`src/sv/rgb_pixel_format_converter_unit_assert.svh`:
```
// Assertion macros used by the pixel format converter top level.
// Both take a label, the clock and the active-low reset.
`ifndef RGB_PIXEL_FORMAT_CONVERTER_UNIT_ASSERT_SVH
`define RGB_PIXEL_FORMAT_CONVERTER_UNIT_ASSERT_SVH

`ifndef SYNTHESIS

// Property holds whenever reset is released
`define RPFC_ASSERT(lbl, clk, rst_n, prop) \
    lbl: assert property (@(posedge clk) disable iff (!rst_n) (prop)) \
        else $error("rpfc assertion failed");

// Antecedent in one cycle implies consequent in the next
`define RPFC_ASSERT_NEXT(lbl, clk, rst_n, ante, cons) \
    lbl: assert property (@(posedge clk) disable iff (!rst_n) (ante) |=> (cons)) \
        else $error("rpfc assertion failed");

`else

`define RPFC_ASSERT(lbl, clk, rst_n, prop)
`define RPFC_ASSERT_NEXT(lbl, clk, rst_n, ante, cons)

`endif

`endif

```
`src/sv/rpfc_pkg.sv`:
```
`timescale 1ns / 1ps
`default_nettype none

package rpfc_pkg;

    // Conversion selected by the mode register
    typedef enum logic [3:0] {
        MODE_555_TO_565      = 4'd0,
        MODE_555_TO_565_SW   = 4'd1,
        MODE_8888_TO_565     = 4'd2,
        MODE_8888_TO_565_SW  = 4'd3,
        MODE_555_TO_ARGB     = 4'd4,
        MODE_555_TO_BGRA     = 4'd5,
        MODE_565_TO_ARGB     = 4'd6,
        MODE_565_TO_BGRA     = 4'd7,
        MODE_565SW_TO_ARGB   = 4'd8,
        MODE_565SW_TO_BGRA   = 4'd9,
        MODE_555_TO_ARGB_SHL = 4'd10,
        MODE_555_TO_GRAY     = 4'd11,
        MODE_565_TO_GRAY     = 4'd12,
        MODE_8888_TO_GRAY    = 4'd13,
        MODE_SWAP16          = 4'd14,
        MODE_SWAP32          = 4'd15
    } t_mode;

    localparam t_mode MODE_RESET = MODE_555_TO_565;

    localparam logic [7:0] ALPHA_OPAQUE = 8'hFF;

    // Input beat
    typedef struct packed {
        logic [31:0] pixel_in;
        logic        last_in;
    } t_pix_in;

    // Result beat
    typedef struct packed {
        logic [31:0] pixel_out;
        logic        last_out;
    } t_pix_out;

    // Byte swap of a 16-bit word
    function automatic logic [15:0] swap16(input logic [15:0] v);
        return {v[7:0], v[15:8]};
    endfunction

    // x*255/31 truncated: 8x plus floor(7x/31), which is 0..7
    function automatic logic [7:0] scale5(input logic [4:0] x);
        logic [7:0] x7;
        logic [2:0] q;
        x7 = 8'({3'b000, x} * 8'd7);
        q  = '0;
        for (int k = 1; k <= 7; k++) begin
            if (x7 >= 8'(31 * k)) begin
                q = q + 3'd1;
            end
        end
        return {x, 3'b000} + {5'b00000, q};
    endfunction

    // x*255/63 truncated: 4x plus floor(x/21), which is 0..3
    function automatic logic [7:0] scale6(input logic [5:0] x);
        logic [1:0] q;
        q = '0;
        if (x >= 6'd21) q = q + 2'd1;
        if (x >= 6'd42) q = q + 2'd1;
        if (x >= 6'd63) q = q + 2'd1;
        return {x, 2'b00} + {6'b000000, q};
    endfunction

    // floor(s/3) for s <= 765: s*683 >> 11 is exact over that range
    function automatic logic [7:0] div3(input logic [9:0] s);
        logic [19:0] prod;
        prod = {10'b0, s} * 20'd683;
        return prod[18:11];
    endfunction

    // Sum of three 8-bit channels
    function automatic logic [9:0] sum3(input logic [7:0] a, input logic [7:0] b,
                                        input logic [7:0] c);
        return {2'b00, a} + {2'b00, b} + {2'b00, c};
    endfunction

endpackage

`default_nettype wire

```
`src/sv/rgb_pixel_format_converter_unit.sv`:
```
`timescale 1ns / 1ps
`default_nettype none

// RGB pixel format converter. One pixel is taken on every clock where start is
// high; busy is always low, so a pixel may be offered in every cycle. Each pixel
// gives exactly one result (input register, then conversion logic into the result
// register), flagged by o_valid for a single cycle; the receiver cannot stall, so
// results must be captured when o_valid is high. Throughput is one pixel per clock.
// The conversion is chosen by the 4-bit mode register (i_cfg_we / i_cfg_wdata,
// reset to RGB555 -> RGB565), which should only be changed while no pixel is in
// flight.
module rgb_pixel_format_converter_unit import rpfc_pkg::*; (
    input  wire            i_clk,
    input  wire            i_rst_n,
    input  wire            start,
    output logic           busy,
    input  wire t_pix_in   i_pix,
    input  wire            i_cfg_we,
    input  wire [3:0]      i_cfg_wdata,
    output logic           o_valid,
    output t_pix_out       o_pix
);

    `include "rgb_pixel_format_converter_unit_assert.svh"

    logic     r_in_valid;
    t_pix_in  r_in;
    t_mode    r_mode;
    logic     r_out_valid;
    t_pix_out r_out;
    t_pix_out n_out;
    logic     in_beat;

    // Never stalls
    assign busy    = 1'b0;
    assign in_beat = start && !busy;

    // Mode register
    always_ff @(posedge i_clk) begin
        if (!i_rst_n) begin
            r_mode <= MODE_RESET;
        end else if (i_cfg_we) begin
            r_mode <= t_mode'(i_cfg_wdata);
        end
    end

    // Input register
    always_ff @(posedge i_clk) begin
        if (!i_rst_n) begin
            r_in_valid <= 1'b0;
        end else begin
            r_in_valid <= in_beat;
        end
    end

    always_ff @(posedge i_clk) begin
        if (in_beat) begin
            r_in <= i_pix;
        end
    end

    // Conversion
    rpfc_convert u_convert (
        .i_mode (r_mode),
        .i_pix  (r_in),
        .o_pix  (n_out)
    );

    // Result register
    always_ff @(posedge i_clk) begin
        if (!i_rst_n) begin
            r_out_valid <= 1'b0;
        end else begin
            r_out_valid <= r_in_valid;
        end
    end

    always_ff @(posedge i_clk) begin
        if (r_in_valid) begin
            r_out <= n_out;
        end
    end

    assign o_valid = r_out_valid;
    assign o_pix   = r_out;

    // Every accepted beat reaches the result register, no extra beats appear
    `RPFC_ASSERT_NEXT(a_in_to_stage, i_clk, i_rst_n, in_beat, r_in_valid)
    `RPFC_ASSERT_NEXT(a_stage_to_out, i_clk, i_rst_n, r_in_valid, o_valid)
    `RPFC_ASSERT_NEXT(a_no_spurious_out, i_clk, i_rst_n, !r_in_valid, !o_valid)
    // Run-end mark travels with its pixel
    `RPFC_ASSERT_NEXT(a_last_follows, i_clk, i_rst_n, r_in_valid,
                      o_pix.last_out == $past(r_in.last_in))
    // Gray results of the 8888 mode leave the upper bits clear
    `RPFC_ASSERT(a_gray_upper_zero, i_clk, i_rst_n,
                 !(o_valid && $past(r_mode == MODE_8888_TO_GRAY)) ||
                 o_pix.pixel_out[31:8] == 24'h000000)

endmodule

`default_nettype wire

```
`src/sv/rpfc_convert.sv`:
```
`timescale 1ns / 1ps
`default_nettype none

// Pixel conversion datapath, purely combinational
module rpfc_convert import rpfc_pkg::*; (
    input  wire t_mode    i_mode,
    input  wire t_pix_in  i_pix,
    output t_pix_out      o_pix
);

    logic [15:0] lo;
    logic [15:0] lo_sw;
    logic [15:0] wide565;
    logic [15:0] narrow565;
    logic [15:0] src565;
    logic [7:0]  r5, g5, b5;
    logic [7:0]  r6, g6, b6;
    logic [9:0]  gray_sum;
    logic [31:0] pix;

    // Field moves
    assign lo        = i_pix.pixel_in[15:0];
    assign lo_sw     = swap16(lo);
    assign wide565   = {lo[14:5], 1'b0, lo[4:0]};
    assign narrow565 = {i_pix.pixel_in[23:19], i_pix.pixel_in[15:10], i_pix.pixel_in[7:3]};

    // Scaled channels of a 555 source
    assign r5 = scale5(lo[14:10]);
    assign g5 = scale5(lo[9:5]);
    assign b5 = scale5(lo[4:0]);

    // Scaled channels of a 565 source, native or swapped
    assign src565 = (i_mode == MODE_565SW_TO_ARGB || i_mode == MODE_565SW_TO_BGRA) ?
                    lo_sw : lo;
    assign r6 = scale5(src565[15:11]);
    assign g6 = scale6(src565[10:5]);
    assign b6 = scale5(src565[4:0]);

    // Gray sum for the three gray modes
    always_comb begin
        unique case (i_mode)
            MODE_555_TO_GRAY: gray_sum = sum3(r5, g5, b5);
            MODE_565_TO_GRAY: gray_sum = sum3(r6, g6, b6);
            default: gray_sum = sum3(i_pix.pixel_in[23:16], i_pix.pixel_in[15:8],
                                     i_pix.pixel_in[7:0]);
        endcase
    end

    // Result select
    always_comb begin
        unique case (i_mode)
            MODE_555_TO_565:      pix = {16'h0000, wide565};
            MODE_555_TO_565_SW:   pix = {16'h0000, swap16(wide565)};
            MODE_8888_TO_565:     pix = {16'h0000, narrow565};
            MODE_8888_TO_565_SW:  pix = {16'h0000, swap16(narrow565)};
            MODE_555_TO_ARGB:     pix = {ALPHA_OPAQUE, r5, g5, b5};
            MODE_555_TO_BGRA:     pix = {b5, g5, r5, ALPHA_OPAQUE};
            MODE_565_TO_ARGB,
            MODE_565SW_TO_ARGB:   pix = {ALPHA_OPAQUE, r6, g6, b6};
            MODE_565_TO_BGRA,
            MODE_565SW_TO_BGRA:   pix = {b6, g6, r6, ALPHA_OPAQUE};
            MODE_555_TO_ARGB_SHL: pix = {ALPHA_OPAQUE, lo[14:10], 3'b000,
                                         lo[9:5], 3'b000, lo[4:0], 3'b000};
            MODE_555_TO_GRAY,
            MODE_565_TO_GRAY,
            MODE_8888_TO_GRAY:    pix = {24'h000000, div3(gray_sum)};
            MODE_SWAP16:          pix = {16'h0000, lo_sw};
            MODE_SWAP32:          pix = {i_pix.pixel_in[7:0], i_pix.pixel_in[15:8],
                                         i_pix.pixel_in[23:16], i_pix.pixel_in[31:24]};
            default:              pix = '0;
        endcase
    end

    assign o_pix.pixel_out = pix;
    assign o_pix.last_out  = i_pix.last_in;

endmodule

`default_nettype wire
```
`config.mk`:
```
export PLATFORM = sky130hd
export DESIGN_NAME = rgb_pixel_format_converter_unit
export DESIGN_NICKNAME = d
export VERILOG_FILES = /design/src/sv/rpfc_pkg.sv /design/src/sv/rgb_pixel_format_converter_unit.sv /design/src/sv/rpfc_convert.sv
export VERILOG_INCLUDE_DIRS = /design/src /design/src/sv
export SDC_FILE = /design/constraint.sdc
export NUM_CORES = 1
export LEC_CHECK = 0
export ABC_CLOCK_PERIOD_IN_PS = 41600
export BUFFER_PORTS_ARGS = -buffer_cell sky130_fd_sc_hd__clkbuf_2
export CAP_MARGIN = 20
export CORE_MARGIN = 5
export CORE_UTILIZATION = 50
export DETAILED_ROUTE_END_ITERATION = 12
export PLACE_DENSITY_LB_ADDON = 0.15
export SYNTH_ARGS = -nofsm -noshare
export SYNTH_HDL_FRONTEND = slang
export SYNTH_HIERARCHICAL = 1
export SYNTH_SLANG_ARGS = --single-unit
```
`constraint.sdc`:
```
create_clock -name i_clk -period 41.6 [get_ports i_clk]
set_clock_uncertainty 0.1 [all_clocks]
set_input_delay 12.48 -clock i_clk [delete_from_list [all_inputs] [get_ports i_clk]]
set_output_delay 12.48 -clock i_clk [all_outputs]
set_load 0.02 [all_outputs]
```
# After elaboration in Yosys (flattened, before gate mapping)
# Index checks and enable logic that the tools add are counted.
# Widths: inputs -> output; s select.
# classes
n_addsub	44
eq_ne	15
reduce_logical	5
n_lt_le_gt_ge	38
muxes	41
n_mul	6
# op_table
op	n
$pmux 32 s12	1
$ge 8x8->1 const B	15
$mux 3	30
$ge 8x7->1 const B	10
$add 3x1->3 const B	25
$add 8x3->8	5
$ge 8x5->1 const B	5
$ge 8x6->1 const B	5
$mul 5x3->8 const B	5
$eq 4x4->1 const B	8
$add 10x8->10	3
$add 8x8->9	3
$pmux 10 s2	1
$mul 10x10->19 const B	1
$eq 4x3->1 const B	4
$mux 16	1
$add 1x1->2 const B	6
$ge 6x6->1 const B	2
$add 8x2->8	1
$eq 4x2->1 const B	2
$ge 6x5->1 const B	1
$mux 1	6
$eq 4x1->1 const B	1
$logic_not 4->1	1
5 further kinds	7
# totals
register_bits	72
out_inout_bits	35
word_cells	156

# Depth between registers and ports, before layout
# Gate-level depths: netlist of the first run.
# depth
word_depth	24
mapped_depth	68
depth_no_buf	64

# By module
# Netlist of the first run, hierarchy kept.
# by_module_without_submodules
module	cells_per_inst	seq_area_each_um2	n_inst	area_each_um2
rpfc_convert	1185	0.0	1	9236.4
rgb_pixel_format_converter_unit	85	2102.0	1	2202.1

# Worst setup path after synthesis of the first run
# OpenSTA, ideal clock, no wires.
# synth_timing
path_type	flip-flop to flip-flop
startpoint	register r_mode[2]
endpoint	register r_out (netlist bit o_pix[2]), data pin
path_buffers	4
arrival_ps	13409
stages_incl_launch_ff	65
synth_period_minus_slack_ps	13768
slack_ps	27832
path_cell_list	dfxtp_1 -> nor3b_2 -> buf_2 -> buf_1 -> mux2i_1 -> inv_1 -> ha_1 -> inv_1 -> ha_1 -> ha_1 -> inv_1 -> fa_1 -> nand2b_1 -> a21oi_1 -> xnor2_1 -> clkbuf_1 -> o21ai_1 -> a311oi_1 -> [29 not listed] -> inv_1 -> ha_1 -> ha_1 -> inv_1 -> fa_1 -> inv_1 -> fa_1 -> ha_1 -> ha_1 -> a211o_1 -> a21oi_1 -> o21ai_0 -> a31o_2 -> a31oi_1 -> xor2_1 -> o2111ai_1 -> o21a_1 -> a211o_1
# synth_rtl
element	line	rtl
start: declaration	rgb_pixel_format_converter_unit.sv:28	t_mode r_mode;
start signal: assignment	rgb_pixel_format_converter_unit.sv:43	r_mode <= t_mode'(i_cfg_wdata);
end signal: assignment	rgb_pixel_format_converter_unit.sv:80	r_out <= n_out;
end: declaration	rgb_pixel_format_converter_unit.sv:30	t_pix_out r_out;

==> results of run 1 <==
[registers in the layout, summed over array words and instances (netlist names)]
| signal | cells |
|---|---|
| o_valid | 1 |
| r_mode | 4 |
| r_in | 33 |
| r_in_valid | 1 |
| o_pix | 33 |
[cells by family after synthesis]
| kind of cell | after synthesis |
|---|---|
| adders and majority gates | 229 |
| xor gates and xnor gates | 78 |
| other | 2 |
| AOI/OAI and AO/OA | 356 |
| muxes | 37 |
| and+or+nand+nor | 313 |
| buffers and inverters | 183 |
| DFF | 72 |
[stage by stage]
stage	util	cells
after floorplan	-	1270
after global placement	0.538	1601
after detailed placement	0.538	1601
after CTS	0.549	1617
after global routing	0.549	1617
final	0.549	1618
[metal layers]
layer	share of wire	vias up	track usage
met1	0.43	4676	0.336
met2	0.44	444	0.394
met3	0.096	95	0.0697
met4	0.031	0	0.0775
met5	0	-	0
li1	-	4746	-
[layout by cell type, fill, tap and decap left out, types with 30 or more instances in the layout]
| cell type | count |
|---|---|
| ha_1 | 166 |
| nand2_1 | 78 |
| clkbuf_2 | 74 |
| fa_1 | 63 |
| edfxtp_1 | 66 |
| nor2_1 | 82 |
| mux2i_1 | 30 |
| o21ai_0 | 37 |
| inv_1 | 130 |
| xnor2_1 | 46 |
| a21oi_1 | 72 |
[cells in the mapped netlist (8+ instances only)]
cell type,count,area share
ha_1,166,0.18
inv_1,130,0.043
nor2_1,82,0.027
nand2_1,78,0.026
a21oi_1,72,0.032
edfxtp_1,66,0.17
fa_1,63,0.11
xnor2_1,46,0.035
clkbuf_1,41,0.013
o21ai_0,37,0.016
mux2i_1,30,0.026
xor2_1,29,0.022
a21o_1,22,0.014
and2_1,19,0.010
nor2b_1,19,0.010
o21bai_1,18,0.012
nand2b_1,17,0.0093
nand3_1,17,0.0074
a222oi_1,16,0.014
a22oi_1,16,0.011
o211ai_1,15,0.0098
o21ai_1,15,0.0066
a31oi_1,14,0.0077
nor3_1,13,0.0057
a221oi_1,12,0.0092
o21a_1,12,0.0079
or3_1,12,0.0066
a211oi_1,11,0.0072
a211o_1,10,0.0077
or2_2,9,0.0049
a22o_1,8,0.0061
and3_1,8,0.0044
[worst paths after layout]
| path | startpoint | end | slack (ps) | cells after the start |
|---|---|---|---|---|
| worst max register to register | r_mode[1]$_SDFFE_PN0P_ | o_pix[2]$_DFFE_PP_ | 26870 | 61 |
| worst max-delay path | r_mode[1]$_SDFFE_PN0P_ | o_pix[2]$_DFFE_PP_ | 26870 | 61 |
| worst min-delay path | r_in[0]$_DFFE_PP_ | o_pix[0]$_DFFE_PP_ | 330 | 0 |
| worst min register to register | r_in[0]$_DFFE_PP_ | o_pix[0]$_DFFE_PP_ | 330 | 0 |
[final cells by class]
class | count | area share
tap | 285 | 0.0288
antenna | 1 | 0.000202
clock inverter | 2 | 0.000807
clock buffer | 14 | 0.0197
timing repair buffer | 99 | 0.0450
multi-input combinational | 1015 | 0.697
inverter | 130 | 0.0394
sequential | 72 | 0.170
==> summary.md, run 1 <==
| Metric | Value |
|---|---|
| Status | `complete, no violations` |
| HPWL Detailed | `25400 um` |
| CTS Root Cell | `clkbuf_16` |
| Worst Path Buf+Inv | `10` |
| Largest family of logic cells by synthesized area | `adder cells` |
| Fin crit share | `0.354` |
| Synth Cell Area | `11400 um^2` |
| Final min period | `14730 ps` |
| Synth cell types | `89` |
| Adder-Cell Fraction of Synth Area | `0.292` |
| CTS H-tree depth | `3` |
| DRC violations left | `0` |
| Multi-input combinational cell area | `8640 um^2` |
| Worst-path clk slew | `60 ps` |
| Final hold slack | `332 ps` |
| # rows | `55` |
| Slew Viols, Final | `0` |
| Crit path max fanout | `39` |
| Cell Area, Placed | `12100 um^2` |
| Max Cap Viol | `0` |
| Setup_tns | `0 ps` |
| Congestion Overflow GR | `0` |
| Worst path top cell family by delay | `adder cells` |
| DIE WIDTH | `161 um` |
| Vias/cell | `6.16` |
| Nets | `1597` |
| Most used cell along the critical path | `ha_1` |
| Antenna-violating nets left | `0` |
| Die Ht | `161 um` |
| Post-synth top flop | `edfxtp_1` |
| Worst Hold Class | `reg -> reg` |
| FF+latch area | `2100 um^2` |
| Mux cell area share after synthesis | `0.0341` |
| Slew margin rel. | `0.282` |
| Synth async-reset ratio | `0` |
| Xor-xnor portion of the synthesized cell area | `0.0628` |
| Final WL | `32200 um` |
| RSZ-0062 raised after global routing | `false` |
| CP max stage delay | `660 ps` |
| Postcts setup bufs | `0` |
| Initial antenna violation count | `0` |
| Core area | `22600 um^2` |
| P&R area growth vs syn | `8.38%` |
| CP arrival | `14720 ps` |
| Port Buf Inserts | `74` |
| Setup-failing EPs final | `0` |
| Critical-path top delay cell | `mux2i_1` |
| Vias | `9961` |
| Synth warn | `6` |
| Share of cells above drive strength 1 | `0.110` |
| DIE AREA | `26000 um^2` |
| Fmax | `67.9 MHz` |
| Synth Instances | `1270` |
| Sequential area share after synthesis | `0.184` |
| Total CTS buffers | `9` |
| Hold Fails Final Rpt | `0` |
| Syn nets | `1540` |
| DR pass1 iterations | `10` |
| Avg WL per Cell | `19.9 um` |
| Compound-Gate Fraction of Synth Area | `0.226` |
| CTS Sinks | `72` |
| IO Count | `76` |
| Clk buf depth | `2` |
| Post-route worst setup slack | `26870 ps` |
| Worst Path Class, Setup | `reg -> reg` |
| Hold Buf Count CTS | `0` |
| Synth Register Bits | `72` |
| Syn_area_per_cell | `9.01 um^2` |
| All-Layer GR Usage | `0.250` |
| Post-synth EDFFs | `66` |
| First-pass GRT wire length | `52000 um` |
| CP Launch Type | `flip-flop` |
| Nature of the critical path endpoint | `flip-flop` |
| Vias in the first global route | `9723` |
| Global placement routability congestion | `1.00` |
| Post-CTS sizing | `0` |
| TritonCTS clock tree | `yes` |
| Clock insertion delay at the later pin of the skew report | `350 ps` |
| Iter 0 DRT Violations | `979` |
| Measured slew at the worst slew-check pin | `1070 ps` |
| Maximum number of pins on one net before global-route repair | `40` |
| WP data required | `41600 ps` |
| Post-Layout Inst Area | `12400 um^2` |
| FILL cells | `2107` |
| Starting Density | `0.507` |
| Place WS | `27020 ps` |
| Area share of and/or/nand/nor cells after synthesis | `0.139` |
Power of run 1 is left out: the tool's default activity adds up to more than one toggle a clock period on the data nets, which glitch-free logic cannot reach.
==> inputs of run 2 (changes only) <==
- ABC_CLOCK_PERIOD_IN_PS: 41600 -> 15000
- clock period: 41.6 -> 15 ns (I/O delays scaled with it)
==> summary.md, run 2 (synthesis results as in run 1) <==
| Metric | Value |
|---|---|
| Status | `complete, no violations` |
| Port Buf Inserts | `74` |
| IO Count | `76` |
| Clock insertion delay at the later pin of the skew report | `350 ps` |
| HPWL Detailed | `26100 um` |
| Hold Fails Final Rpt | `0` |
| Worst-path clk slew | `60 ps` |
| Antenna-violating nets left | `0` |
| Total CTS buffers | `9` |
| Clk buf depth | `2` |
| Setup-failing EPs final | `0` |
| RSZ-0062 raised after global routing | `false` |
| All-Layer GR Usage | `0.253` |
| Global placement routability congestion | `1.00` |
| Measured slew at the worst slew-check pin | `1040 ps` |
| Commonest cells after routing, fill and taps aside | `166 x ha_1, 130 x inv_1, 82 x nor2_1` |
| Crit path max fanout | `8` |
| CP Launch Type | `flip-flop` |
| # diodes | `0` |
| First-pass GRT wire length | `52400 um` |
| Commonest non-fill, non-tap cell in the layout | `ha_1` |
| CTS Root Cell | `clkbuf_16` |
| DR pass1 iterations | `8` |
| Fin crit share | `0.942` |
| FILL cells | `2076` |
| Max Cap Viol | `0` |
| Maximum number of pins on one net before global-route repair | `39` |
| DIE WIDTH | `161 um` |
| Nets | `1601` |
| Setup_tns | `0 ps` |
| R2R cell count | `60` |
| Die Ht | `161 um` |
| Core Util, Final | `0.552` |
| # rows | `55` |
| Congestion Overflow GR | `0` |
| CTS H-tree depth | `3` |
| P&R area growth vs syn | `8.96%` |
| Final WL | `32900 um` |
| Final min period | `14130 ps` |
| Share of cells above drive strength 1 | `0.115` |
| Slew margin rel. | `0.307` |
| Vias/cell | `6.28` |
| Nature of the critical path endpoint | `flip-flop` |
| Most used cell along the critical path | `ha_1` |
| Initial antenna violation count | `0` |
| CP arrival | `14130 ps` |
| Avg WL per Cell | `20.3 um` |
| Starting Density | `0.507` |
| Critical-path top delay cell | `fa_1` |
| CTS Sinks | `72` |
| Slew Viols, Final | `0` |
| Worst Path Class, Setup | `reg -> reg` |
| Iter 0 DRT Violations | `1188` |
| Vias in the first global route | `9716` |
| DRC violations left | `0` |
| Vias | `10.2k` |
| Worst Hold Class | `reg -> reg` |
| CP max stage delay | `530 ps` |
| WP data required | `15000 ps` |
| Core area | `22600 um^2` |
| DIE AREA | `26000 um^2` |
| Fmax | `70.8 MHz` |
| Hold Crit Depth | `0` |
| TritonCTS clock tree | `yes` |
[run 2: cell types whose count changed in the layout (fill, tap and decap cells not counted), moves of 2 or more]
cell | previous run | this run
buf_4 | 25 | 28
clkbuf_1 | 5 | 2
clkinv_1 | 0 | 3
mux2i_1 | 30 | 28
mux2i_4 | 0 | 2
[run 2: final timing paths]
path	start	endpoint	slack, ps
worst min-delay path	r_in[0]$_DFFE_PP_	o_pix[0]$_DFFE_PP_	320
worst max-delay path	r_mode[3]$_SDFFE_PN0P_	o_pix[2]$_DFFE_PP_	870
worst min register to register	r_in[0]$_DFFE_PP_	o_pix[0]$_DFFE_PP_	320
worst max register to register	r_mode[3]$_SDFFE_PN0P_	o_pix[2]$_DFFE_PP_	870
[run 2: through the flow]
stage,instances,setup WS [ps],hold WS (ps),instance area [um^2]
finish,1621,870,321,12500
floorplan,1270,1230,390,11400
global placement,1604,863,304,12200
CTS,1620,400,323,12400
detailed placement,1604,446,323,12200
global route,1621,37.4,339,12500
[run 2: repair_timing]
item,CTS,global route
setup buffers,0,0
resized for setup,0,7
endpoints found under the setup margin,0,8
hold buffers,0,0
[run 2: final cells by class]
cell class | instances | area (um^2) | area share
multi-input combinational | 1015 | 8670 | 0.696
clock inverter | 5 | 23.8 | 0.00191
inverter | 130 | 488 | 0.0392
sequential | 72 | 2100 | 0.169
clock buffer | 11 | 233 | 0.0187
tap | 285 | 357 | 0.0286
timing repair buffer | 103 | 592 | 0.0475
[run 2: per-layer routing]
metal	global-route usage	vias to the layer above	part of all wire
met2	0.395	501	0.44
met4	0.0729	2	0.029
li1	-	4738	-
met5	0	-	0.0010
met1	0.352	4849	0.43
met3	0.0592	88	0.097
[run 2: critical path: cells and delay by family (launching register included)]
family          cells  cell delay, ps
fa+ha+maj          15            5100
buf+inv             7             590
compound gates     26            5020
xor+xnor            3             650
flops               1             360
simple gates        7            1420
mux                 2             600
Power of run 2 is left out for the same reason.
